<file path="config.mk">
export PLATFORM = sky130hd
export DESIGN_NAME = windowed_moving_average_top
export DESIGN_NICKNAME = d
export VERILOG_FILES = /design/src/rtl/core/wma_pkg.sv /design/src/rtl/core/wma_hist_mem.sv /design/src/rtl/core/wma_divider.sv /design/src/rtl/core/windowed_moving_average_top.sv
export SDC_FILE = /design/constraint.sdc
export NUM_CORES = 2
export LEC_CHECK = 0
export ABC_AREA = 1
export BUFFER_PORTS_ARGS = -buffer_cell sky130_fd_sc_hd__buf_2
export CORE_MARGIN = 1.5
export CORE_UTILIZATION = 35
export CTS_CLUSTER_DIAMETER = 80
export CTS_CLUSTER_SIZE = 24
export DETAILED_ROUTE_END_ITERATION = 10
export PLACE_DENSITY = 0.53
export SLEW_MARGIN = 10
export SYNTH_ARGS = -nofsm -noshare
export SYNTH_HDL_FRONTEND = slang
export SYNTH_SLANG_ARGS = --single-unit
export TNS_END_PERCENT = 100
</file>
<file path="constraint.sdc">
create_clock -name clk -period 9.5 [get_ports clk]
set_clock_uncertainty 0.1 [all_clocks]
set_input_delay 2.85 -clock clk [delete_from_list [all_inputs] [get_ports clk]]
set_output_delay 2.85 -clock clk [all_outputs]
set_load 0.01 [all_outputs]
</file>
<file path="src/rtl/core/wma_pkg.sv">
// Shared types and constants for the windowed moving average block.
package wma_pkg;

    // Width and reset value of the window length register
    localparam int unsigned LEN_W = 9;
    localparam logic [LEN_W-1:0] LEN_RESET = 9'd1;

    // Item sequencer states, one-hot
    typedef enum logic [3:0] {
        ST_IDLE = 4'b0001,
        ST_ACC  = 4'b0010,
        ST_DIV  = 4'b0100,
        ST_OUT  = 4'b1000
    } wma_state_t;

endpackage

</file>
<file path="src/rtl/core/wma_hist_mem.sv">
// Sample history memory: one write port, one registered read port.
module wma_hist_mem #(
    parameter int DEPTH = 256,
    parameter int WIDTH = 16,
    localparam int AW = $clog2(DEPTH)
) (
    input  logic             clk,
    input  logic             wr_en,
    input  logic [AW-1:0]    wr_addr,
    input  logic [WIDTH-1:0] wr_data,
    input  logic             rd_en,
    input  logic [AW-1:0]    rd_addr,
    output logic [WIDTH-1:0] rd_data
);

    logic [WIDTH-1:0] mem [DEPTH];
    logic [WIDTH-1:0] rd_data_reg;

    always_ff @(posedge clk)
    begin
        if (wr_en)
        begin
            mem[wr_addr] <= wr_data;
        end
        if (rd_en)
        begin
            rd_data_reg <= mem[rd_addr];
        end
    end

    assign rd_data = rd_data_reg;

endmodule

</file>
<file path="src/rtl/core/wma_divider.sv">
// Signed by unsigned restoring divider, one quotient bit per cycle, truncating toward zero.
module wma_divider #(
    parameter int NUM_W = 24,
    parameter int DEN_W = 9
) (
    input  logic                    clk,
    input  logic                    rst_n,
    input  logic                    start,
    input  logic signed [NUM_W-1:0] dividend,
    input  logic [DEN_W-1:0]        divisor,
    output logic                    done,
    output logic [NUM_W-1:0]        quotient
);

    localparam int CW = $clog2(NUM_W + 1);

    logic             busy_reg, busy_next;
    logic             done_reg, done_next;
    logic [CW-1:0]    cnt_reg, cnt_next;
    logic [NUM_W-1:0] quot_reg, quot_next;
    logic [DEN_W-1:0] rem_reg, rem_next;
    logic [DEN_W-1:0] den_reg, den_next;
    logic             neg_reg, neg_next;

    logic [NUM_W-1:0] mag;
    logic [DEN_W:0]   trial;
    logic [DEN_W:0]   rem_step;
    logic             ge;

    always_comb
    begin
        mag      = dividend[NUM_W-1] ? -dividend : dividend;
        trial    = {rem_reg, quot_reg[NUM_W-1]};
        ge       = (trial >= {1'b0, den_reg});
        rem_step = ge ? (trial - {1'b0, den_reg}) : trial;

        busy_next = busy_reg;
        done_next = 1'b0;
        cnt_next  = cnt_reg;
        quot_next = quot_reg;
        rem_next  = rem_reg;
        den_next  = den_reg;
        neg_next  = neg_reg;

        if (start)
        begin
            busy_next = 1'b1;
            cnt_next  = CW'(NUM_W);
            quot_next = mag;
            rem_next  = '0;
            den_next  = divisor;
            neg_next  = dividend[NUM_W-1];
        end
        else if (busy_reg)
        begin
            quot_next = {quot_reg[NUM_W-2:0], ge};
            rem_next  = rem_step[DEN_W-1:0];
            cnt_next  = cnt_reg - CW'(1);
            if (cnt_reg == CW'(1))
            begin
                busy_next = 1'b0;
                done_next = 1'b1;
            end
        end
    end

    always_ff @(posedge clk or negedge rst_n)
    begin
        if (!rst_n)
        begin
            busy_reg <= 1'b0;
            done_reg <= 1'b0;
            cnt_reg  <= '0;
        end
        else
        begin
            busy_reg <= busy_next;
            done_reg <= done_next;
            cnt_reg  <= cnt_next;
        end
    end

    always_ff @(posedge clk)
    begin
        quot_reg <= quot_next;
        rem_reg  <= rem_next;
        den_reg  <= den_next;
        neg_reg  <= neg_next;
    end

    assign done     = done_reg;
    assign quotient = neg_reg ? -quot_reg : quot_reg;

endmodule

</file>
<file path="src/rtl/core/windowed_moving_average_top.sv">
// Windowed moving average: history memory, running sum and iterative divider.
// Each accepted word passes the accumulate, divide and output states; its result is then registered.
// A new word is not taken until the previous word's quotient has been loaded into the output register.
// A new word is taken while the previous result still waits in the output register.
// Reset clears the running sum, fill count and write position and sets the window to 1.
// The history memory is not cleared; only entries written since the last restart are read.
module windowed_moving_average_top #(
    parameter int MAX_WINDOW  = 256,
    parameter int SAMPLE_BITS = 16
) (
    input  logic                          clk,
    input  logic                          rst_n,
    input  logic                          window_length_we,
    input  logic [wma_pkg::LEN_W-1:0]     window_length,
    input  logic                          in_valid,
    output logic                          in_stall,
    input  logic signed [SAMPLE_BITS-1:0] sample,
    output logic                          out_valid,
    input  logic                          out_stall,
    output logic signed [SAMPLE_BITS-1:0] average
);

    localparam int ADDR_W = $clog2(MAX_WINDOW);
    localparam int CNT_W  = $clog2(MAX_WINDOW + 1);
    localparam int SUM_W  = SAMPLE_BITS + ADDR_W;
    localparam int PW     = CNT_W + 1;

    wma_pkg::wma_state_t state_reg, state_next;

    logic [CNT_W-1:0]       eff_len_reg, eff_len_next;
    logic [CNT_W-1:0]       fill_reg, fill_next;
    logic [ADDR_W-1:0]      pos_reg, pos_next;
    logic signed [SUM_W-1:0] sum_reg, sum_next;
    logic [SAMPLE_BITS-1:0] sample_reg;
    logic                   out_valid_reg, out_valid_next;
    logic [SAMPLE_BITS-1:0] average_reg, average_next;

    logic                   in_accept;
    logic                   full;
    logic [CNT_W-1:0]       cfg_len;
    logic [PW-1:0]          leave_direct;
    logic [PW-1:0]          leave_wrap;
    logic [ADDR_W-1:0]      leave_addr;
    logic [SAMPLE_BITS-1:0] rd_data;
    logic [SUM_W-1:0]       old_ext;
    logic [SUM_W-1:0]       new_ext;
    logic                   acc_step;
    logic                   div_done;
    logic [SUM_W-1:0]       quotient;

    assign in_accept = in_valid && !in_stall;
    assign in_stall  = (state_reg != wma_pkg::ST_IDLE);
    assign full      = (fill_reg >= eff_len_reg);
    assign acc_step  = (state_reg == wma_pkg::ST_ACC);

    // Zero length means one; lengths above the memory depth saturate
    always_comb
    begin
        if (window_length == '0)
        begin
            cfg_len = CNT_W'(1);
        end
        else if (32'(window_length) > 32'(MAX_WINDOW))
        begin
            cfg_len = CNT_W'(MAX_WINDOW);
        end
        else
        begin
            cfg_len = CNT_W'(window_length);
        end
    end

    // Slot of the sample leaving the window, modulo the memory depth
    always_comb
    begin
        leave_direct = PW'(pos_reg) - PW'(eff_len_reg);
        leave_wrap   = PW'(pos_reg) + PW'(MAX_WINDOW) - PW'(eff_len_reg);
        if (PW'(pos_reg) >= PW'(eff_len_reg))
        begin
            leave_addr = leave_direct[ADDR_W-1:0];
        end
        else
        begin
            leave_addr = leave_wrap[ADDR_W-1:0];
        end
    end

    assign old_ext = {{ADDR_W{rd_data[SAMPLE_BITS-1]}}, rd_data};
    assign new_ext = {{ADDR_W{sample_reg[SAMPLE_BITS-1]}}, sample_reg};

    always_comb
    begin
        state_next     = state_reg;
        eff_len_next   = eff_len_reg;
        fill_next      = fill_reg;
        pos_next       = pos_reg;
        sum_next       = sum_reg;
        out_valid_next = out_valid_reg;
        average_next   = average_reg;

        if (out_valid_reg && !out_stall)
        begin
            out_valid_next = 1'b0;
        end

        case (state_reg)
            wma_pkg::ST_IDLE:
            begin
                if (in_accept)
                begin
                    state_next = wma_pkg::ST_ACC;
                end
            end
            wma_pkg::ST_ACC:
            begin
                if (full)
                begin
                    sum_next  = sum_reg - signed'(old_ext) + signed'(new_ext);
                    fill_next = eff_len_reg;
                end
                else
                begin
                    sum_next  = sum_reg + signed'(new_ext);
                    fill_next = fill_reg + CNT_W'(1);
                end
                if (pos_reg == ADDR_W'(MAX_WINDOW - 1))
                begin
                    pos_next = '0;
                end
                else
                begin
                    pos_next = pos_reg + ADDR_W'(1);
                end
                state_next = wma_pkg::ST_DIV;
            end
            wma_pkg::ST_DIV:
            begin
                if (div_done)
                begin
                    state_next = wma_pkg::ST_OUT;
                end
            end
            wma_pkg::ST_OUT:
            begin
                if (!out_valid_reg || !out_stall)
                begin
                    out_valid_next = 1'b1;
                    average_next   = quotient[SAMPLE_BITS-1:0];
                    state_next     = wma_pkg::ST_IDLE;
                end
            end
            default:
            begin
                state_next = wma_pkg::ST_IDLE;
            end
        endcase

        // Restart averaging on a length write
        if (window_length_we)
        begin
            eff_len_next = cfg_len;
            fill_next    = '0;
            pos_next     = '0;
            sum_next     = '0;
        end
    end

    always_ff @(posedge clk or negedge rst_n)
    begin
        if (!rst_n)
        begin
            state_reg     <= wma_pkg::ST_IDLE;
            eff_len_reg   <= CNT_W'(wma_pkg::LEN_RESET);
            fill_reg      <= '0;
            pos_reg       <= '0;
            sum_reg       <= '0;
            out_valid_reg <= 1'b0;
        end
        else
        begin
            state_reg     <= state_next;
            eff_len_reg   <= eff_len_next;
            fill_reg      <= fill_next;
            pos_reg       <= pos_next;
            sum_reg       <= sum_next;
            out_valid_reg <= out_valid_next;
        end
    end

    always_ff @(posedge clk)
    begin
        if (in_accept)
        begin
            sample_reg <= sample;
        end
        average_reg <= average_next;
    end

    wma_hist_mem #(
        .DEPTH (MAX_WINDOW),
        .WIDTH (SAMPLE_BITS)
    ) u_hist (
        .clk     (clk),
        .wr_en   (acc_step),
        .wr_addr (pos_reg),
        .wr_data (sample_reg),
        .rd_en   (in_accept),
        .rd_addr (leave_addr),
        .rd_data (rd_data)
    );

    wma_divider #(
        .NUM_W (SUM_W),
        .DEN_W (CNT_W)
    ) u_div (
        .clk      (clk),
        .rst_n    (rst_n),
        .start    (acc_step),
        .dividend (sum_next),
        .divisor  (fill_next),
        .done     (div_done),
        .quotient (quotient)
    );

    assign out_valid = out_valid_reg;
    assign average   = average_reg;

    a_accept_to_acc: assert property (@(posedge clk) disable iff (!rst_n)
        in_accept |=> (state_reg == wma_pkg::ST_ACC))
        else $error("accepted word did not move to accumulate");

    a_fill_bound: assert property (@(posedge clk) disable iff (!rst_n)
        (fill_reg <= eff_len_reg) && (eff_len_reg != '0))
        else $error("fill count exceeds window length");

    a_done_in_div: assert property (@(posedge clk) disable iff (!rst_n)
        div_done |-> (state_reg == wma_pkg::ST_DIV))
        else $error("divider finished outside divide state");

    a_out_from_seq: assert property (@(posedge clk) disable iff (!rst_n)
        $rose(out_valid_reg) |-> $past(state_reg == wma_pkg::ST_OUT))
        else $error("output loaded without a finished quotient");

endmodule

</file>
After elaboration in Yosys (flattened, before gate mapping) --
Memories as Yosys holds them, arrays and structs flattened. A register that Yosys moved wholly into a read port is not among the register bits. Cells that the tools add are included.
Storage, ports and cells: output and inout port bits 18, word-level logic and storage cells 87, memories 1, memory bits (writable) 4096, input port bits 30, register bits 137
Operators by class: add/subtract/negate cells 12, eq/ne operators 10, mux-type cells 34, order comparisons 4, reductions and logical operators 11
Memory list:
- u_hist.mem | depth 256, width 16, rd ports 1, clocked after Yosys merged registers in 1, wr ports 1, RTL line wma_hist_mem.sv:16 | logic [WIDTH-1:0] mem [DEPTH];
Operators by type and width (number):
- $mux 24 | 6
- $mux 9 | 6
- $add 24x16->24 | 2
- $mux 8 | 4
- $neg 24->24 | 1
- $sub 24x16->24 | 1
- $add 8x1->8 const B | 2
- $mux 16 | 1
- $neg 16->16 | 1
- $pmux 4 s4 | 1
- $sub 8x8->8 | 2
- $mux 4 | 3
- $mux 1 | 11
- $ge 10x9->1 | 1
- $mux 5 | 2
- $add 9x1->9 const B | 1
- $ge 8x9->1 | 1
- $ge 9x9->1 | 1
- $gt 9x9->1 const B | 1
- $logic_not 9->1 | 1
- $sub 9x9->9 | 1
- $eq 8x8->1 const B | 1
- $eq 5x1->1 const B | 1
- $sub 5x1->5 const B | 1
- other kinds (13) | 18

Logic depth before layout (Yosys ltp) --
depth in word-level cells 8, gate-level depth with buffers 25

Hierarchy --
From an unflattened synthesis, not the netlist that was laid out.
Unflattened totals: cell total of the unflattened synthesis 15401, area total of the unflattened synthesis 178053.3 µm²
Modules (own cells, without submodules):
- wma_hist_mem | area an instance 165866.6 µm², cells each 13617, instances 1
- windowed_moving_average_top | area an instance 8270.4 µm², cells each 1241, instances 1
- wma_divider | area an instance 3916.3 µm², cells each 543, instances 1

Worst setup path after synthesis --
No wires, ideal clock.
path kind register to register, start point register sample_reg[15], end point register u_div.quot_reg[2] (data pin), path slack 1865 ps, stages on the path, launching flop included 22, setup time 266 ps, path buffers 1, arrival time 7268 ps, cell sequence edfxtp_1 > inv_1 > fa_1 > inv_1 > ha_1 > nand2_1 > nand2_1 > o21bai_1 > nor2_1 > nand3_1 > nand2_1 > inv_1 > nor2_1 > nand2_1 > nand3_1 > nand3_1 > nand2_1 > buf_2 > nand2_1 > xor2_1 > nand2_1 > o21ai_0
On the way: word-level cells in the longest chain between the ends 6, elaborated cells between the ends (all ways) 7, classes of those cells add/sub: 2; mux: 5
RTL lines:
- start, declared | RTL line windowed_moving_average_top.sv:34 | logic [SAMPLE_BITS-1:0] sample_reg;
- start signal, assigned | RTL line windowed_moving_average_top.sv:194 | sample_reg <= sample;
- $add 24x16->24, on equally long branches | RTL line windowed_moving_average_top.sv:123, windowed_moving_average_top.sv:118
- $mux 24 (*) | RTL line windowed_moving_average_top.sv:116 | if (full)
- $mux 24 (*) | RTL line windowed_moving_average_top.sv:106 | case (state_reg)
- $mux 24 (*) | RTL line windowed_moving_average_top.sv:159 | if (window_length_we)
- $mux 24 (*) | RTL line wma_divider.sv:32 | mag = dividend[NUM_W-1] ? -dividend : dividend;
- $mux 24 (*) | RTL line wma_divider.sv:45 | if (start)
- via u_div.quot_next[2] | RTL line wma_divider.sv:20 | logic [NUM_W-1:0] quot_reg, quot_next;
- end signal, assigned | RTL line wma_divider.sv:85 | quot_reg <= quot_next;
- end, declared | RTL line wma_divider.sv:20
Mark *: on every way through the listed nets, which the timed path passes. The rest lies on a longest branch. A chain may end at the register's enable or synchronous reset.

Worst setup path in the final report --
start point register pos_reg[0], end point register u_hist.rd_data_reg[7], in the netlist u_hist.rd_data[7] (read register of u_hist.mem) (data pin)
On the way: word-level cells in the longest chain between the ends 3, elaborated cells between the ends (all ways) 5, classes of those cells add/sub: 3; order compare: 1; mux: 1
RTL lines:
- start, declared | RTL line windowed_moving_average_top.sv:32 | logic [ADDR_W-1:0] pos_reg, pos_next;
- start signal, assigned | RTL line windowed_moving_average_top.sv:184 | pos_reg <= pos_next;
- $add 8x1->8 | RTL line windowed_moving_average_top.sv:77 | leave_wrap = PW'(pos_reg) + PW'(MAX_WINDOW) - PW'(eff_len_reg);
- $sub 8x8->8 | RTL line windowed_moving_average_top.sv:77
- $mux 8 (*) | RTL line windowed_moving_average_top.sv:78 | if (PW'(pos_reg) >= PW'(eff_len_reg))
- end, declared | RTL line wma_hist_mem.sv:17 | logic [WIDTH-1:0] rd_data_reg;
Every way passes the cells marked *; elsewhere a longest branch is shown, timed or not.

==> results.md <==
- The type of the setup path with the least slack is reg -> reg.
- The proportion of register bits with asynchronous set or reset after synthesis is 1.46%.
- The die covers 0.507 mm².
- The busiest layer in global routing is met2.
- The commonest cells after synthesis are 4178 x edfxtp_1, 3478 x nor2_1, 1077 x o21ai_0, 1075 x nand2_1, 1024 x o32ai_1.
- Measured along the x axis, the die boundary spans 712 µm.
- The finished cells cover 0.191 mm².
- Relative to the synthesized area, the layout overhead comes to 8.18%.
- The post-synthesis area per instance is 12.9 µm².
- The required time of the critical path is 10200 ps.
- The setup TNS is 0 ps.
- In this design, the stage delay of the slowest critical-path cell is 1370 ps.
- Counting every instance in the synthesized netlist gives 13600.
- The number of nets with antenna violations after routing is 0.
- The most repeated cell in the gate-level netlist after synthesis is edfxtp_1.
- The number of DRC markers in iteration 0 is 11900.
- The register bit count reported by yosys is 4249.
- The first detailed-routing pass took 6 iterations.
- The layout cell share with drive strength beyond 1 is 9.80%.
- After global routing the overflow that remains totals 0.
- Prior to clock tree synthesis, the placed netlist has a worst setup slack of 3290 ps.
- Among all flip-flop cells after synthesis, the most frequent one is edfxtp_1.
- The worst-path maximum fanout is 154.
- Setup violations remaining at the end of the flow were counted as 0.
- The design draws 47.8 mW.
- The longest clock path from root to sink contains 4 buffers.
- The cell depth of the worst flop-to-flop path is 15.
- Global routing consumed, over all layers together, 19.8% of the routing resources.
- The total of buffers placed on input and output ports is 47.
- The flow ran to the end, and the final reports show no timing, DRC or antenna violations.
- Detailed routing inserted a total of 110000 vias.
- Tracing the worst setup path back leads to its startpoint at pos_reg[0].
- The cell area power density is 251 mW/mm².
- The worst setup slack for register-to-register paths is 3220 ps.
- TritonCTS built the clock tree.
- The cell with the biggest individual delay on the critical path is fa_4.
- Post-CTS repair changed the size of 0 cells.
- The element type at the critical path end is a flip-flop.
- Setup repair after global routing left no endpoint under its margin.
- After layout, the worst setup slack is 3220 ps.
- Traced cell by cell, the critical path runs through inv_1, ha_4, inv_1, fa_4, buf_12, buf_4, o21ai_0, o32ai_1, mux2_2, nand2_1, nand3_1, nand2_1, nor2_1, o21ai_1, o21ai_1.
- The initial antenna violation count is 24.
- The worst setup path is launched from a flip-flop.
- The number of different library cells used by synthesis comes to 51.
- Detailed placement finished with a half-perimeter wire length of 295000 µm.
- The max-slew violation total from the final report was 0.
- The number of enable flip-flop cells after synthesis is 4178.
- The register with the most flip-flops in the layout has 4096 of them.
- The synthesized netlist net count is 13800.
- The sequential area share after synthesis is 72.2%.
- The wire length reported by the detailed router is 521000 µm.
- The initial utilization of the core area, before any placement, comes to 35.1%.
- The largest net degree at the start of global routing is 205.
- For met2 alone, demand over resource in global routing was 32.2%.
- The final period utilization is 66.1%.
- The worst pin sits at a relative slew slack of 13.1%.
- The routed via count divided by cell count is 5.44.
- In this run the static leakage power is 60.7 nW.
- The clock tree synthesis step divided the H-tree into 4 levels.
- The number of clock buffers inserted by TritonCTS is 207.
- The clock sink total is 4249.
- The root buffer cell chosen for the clock tree is clkbuf_16.
- The region available for standard cell placement spans 0.501 mm².
- Dividing the detail-routed wire length by the instance count gives 25.8 µm.
- The weighted congestion reported at the end of routability-driven placement is 0.818.
- The final layout contains 13500 nets.
- For the pin with the worst max-slew slack, the measured transition is 1290 ps.
- In this run the count of I/O pins placed on the die edge is 48.
- The total setup buffers inserted after CTS is 0.
- Yosys attributes the largest share of cell area to edfxtp_1 71%, nor2_1 7.4%, o32ai_1 5.1%.
- The time the worst path needs with I/O delays and setup is 6280 ps.
- After synthesis, the largest area contributor takes up 71.2% of total cell area.
- The number of global-route vias before repair came to 102000.
- The summed instance area of the synthesized netlist is 0.176 mm².
- The worst hold path belongs to the class reg -> reg.
- The wire length of the first global-routing pass is 746000 µm.
- The maximum vdd drop is 0.189 mV.
- In this run the critical register-to-register path is launched from pos_reg[0].
- After detailed placement, the total cell area comes to 0.185 mm².
- The maximum clock frequency is 159 MHz.
- The met3 usage in global routing is 2.26%.
- The utilization after layout is 38.0%.
- The met1 usage is 28.0%.
- edfxtp_1 takes more of the synthesized area than any other cell.
- The number of max-cap violations is 0.
- The critical path data arrival time is 6980 ps.
- The initialized floorplan defines 260 standard-cell rows.
- The number of hold-slack violations in the final timing report came to 0.
- After clock tree synthesis, the clock-pin slew on the worst setup and hold paths is 90 ps.
- The post-route DRC violation count is 0.
- The worst register-to-register path ends at u_hist.rd_data[7].
- Yosys printed 0 warnings.
- The later pin in the worst-skew pair is clocked with a latency of 990 ps.
- The die is 712 µm tall.
- Hold repair after CTS inserted 0 buffers.
- Following the worst setup path forward leads to its endpoint at u_hist.rd_data[7].
final cells by class:
cell class	instances	area, µm²
diodes	10	25.0
flip-flops and latches	4249	127000
clock buffers	236	5360
repair buffers	476	4030
inverters	361	1380
clock inverters	33	355
well taps	6681	8360
fillers	47400	311000
multi-input cells	8111	43800
per-layer routing:
metal / wire (µm) / share of wire (%)
met5: 24 / 0.0046
met4: 16800 / 3.2
met1: 228000 / 44
met3: 31900 / 6.1
met2: 244000 / 47
logic make-up (layout without fill, tap and decap cells):
| group | count (synthesis) | count (layout) | synth area share, % |
|---|---|---|---|
| compound gates | 2316 | 2316 | 8.85 |
| xor+xnor | 58 | 58 | 0.293 |
| fa+ha+maj | 107 | 107 | 0.871 |
| buf+inv | 1266 | 1106 | 3.13 |
| flops | 4249 | 4249 | 72.2 |
| mux | 512 | 512 | 3.27 |
| other cells | 0 | 10 | 0 |
| simple gates | 5118 | 5118 | 11.4 |
metrics by stage:
stage	cells	hold slack [ps]
2_1_floorplan	13600	330
3_3_place_gp	19900	351
3_5_place_dp	19900	356
4_1_cts	20100	377
5_1_grt	20100	403
6_report	20200	377
worst min-delay path by stage:
stage	cells after the start	startpoint	slack (ps)	to
after CTS	2	u_div.rem_reg[8]	380	u_div.rem_reg[8]
after detailed placement	2	u_div.rem_reg[8]	360	u_div.rem_reg[8]
after floorplan	2	u_div.rem_reg[8]	330	u_div.rem_reg[8]
after global routing	2	u_div.cnt_reg[1]	400	u_div.cnt_reg[1]
final	2	u_div.cnt_reg[1]	380	u_div.cnt_reg[1]
after global placement	2	u_div.rem_reg[8]	350	u_div.rem_reg[8]
report_power, final:
part,total (mW),switching (mW),internal (mW)
combinational,15.6,11.0,4.59
sequential,22.2,0.285,21.9
clock,10.0,5.94,4.07
placed cells by master (no fill, tap or decap), types with 8 or more instances in the layout:
cell | netlist | routed
a21oi_1 | 77 | 77
buf_12 | 0 | 46
buf_2 | 169 | 46
buf_4 | 54 | 384
clkbuf_1 | 605 | 25
clkbuf_16 | 0 | 210
dfrtp_1 | 60 | 60
dfxtp_1 | 9 | 9
diode_2 | 0 | 10
edfxtp_1 | 4178 | 4178
fa_1 | 26 | 25
ha_1 | 81 | 80
inv_1 | 359 | 355
inv_6 | 0 | 8
mux2_1 | 18 | 18
mux2_2 | 494 | 494
nand2_1 | 1075 | 1060
nand2_2 | 1 | 16
nand3_1 | 490 | 489
nand3b_1 | 11 | 11
nand4_1 | 16 | 16
nor2_1 | 3478 | 3417
nor2_2 | 5 | 48
nor2_4 | 2 | 20
nor3_1 | 24 | 24
o211ai_1 | 27 | 27
o21ai_0 | 1077 | 1076
o21ai_1 | 76 | 77
o21bai_1 | 11 | 11
o22ai_1 | 12 | 12
o32ai_1 | 1024 | 1024
xnor2_1 | 17 | 16
xor2_1 | 40 | 36
worst max-delay path, delay by kind of cell, from the launching register on:
| kind | cells | cell delay [ps] |
|---|---|---|
| multiplexers | 1 | 230 |
| flip-flops | 1 | 410 |
| AO/OA/AOI/OAI | 4 | 1120 |
| buffers and inverters | 4 | 1450 |
| AND/OR/NAND/NOR | 4 | 1100 |
| adder cells (fa/ha/maj) | 2 | 1530 |
Power figures use the tool's default switching activity.
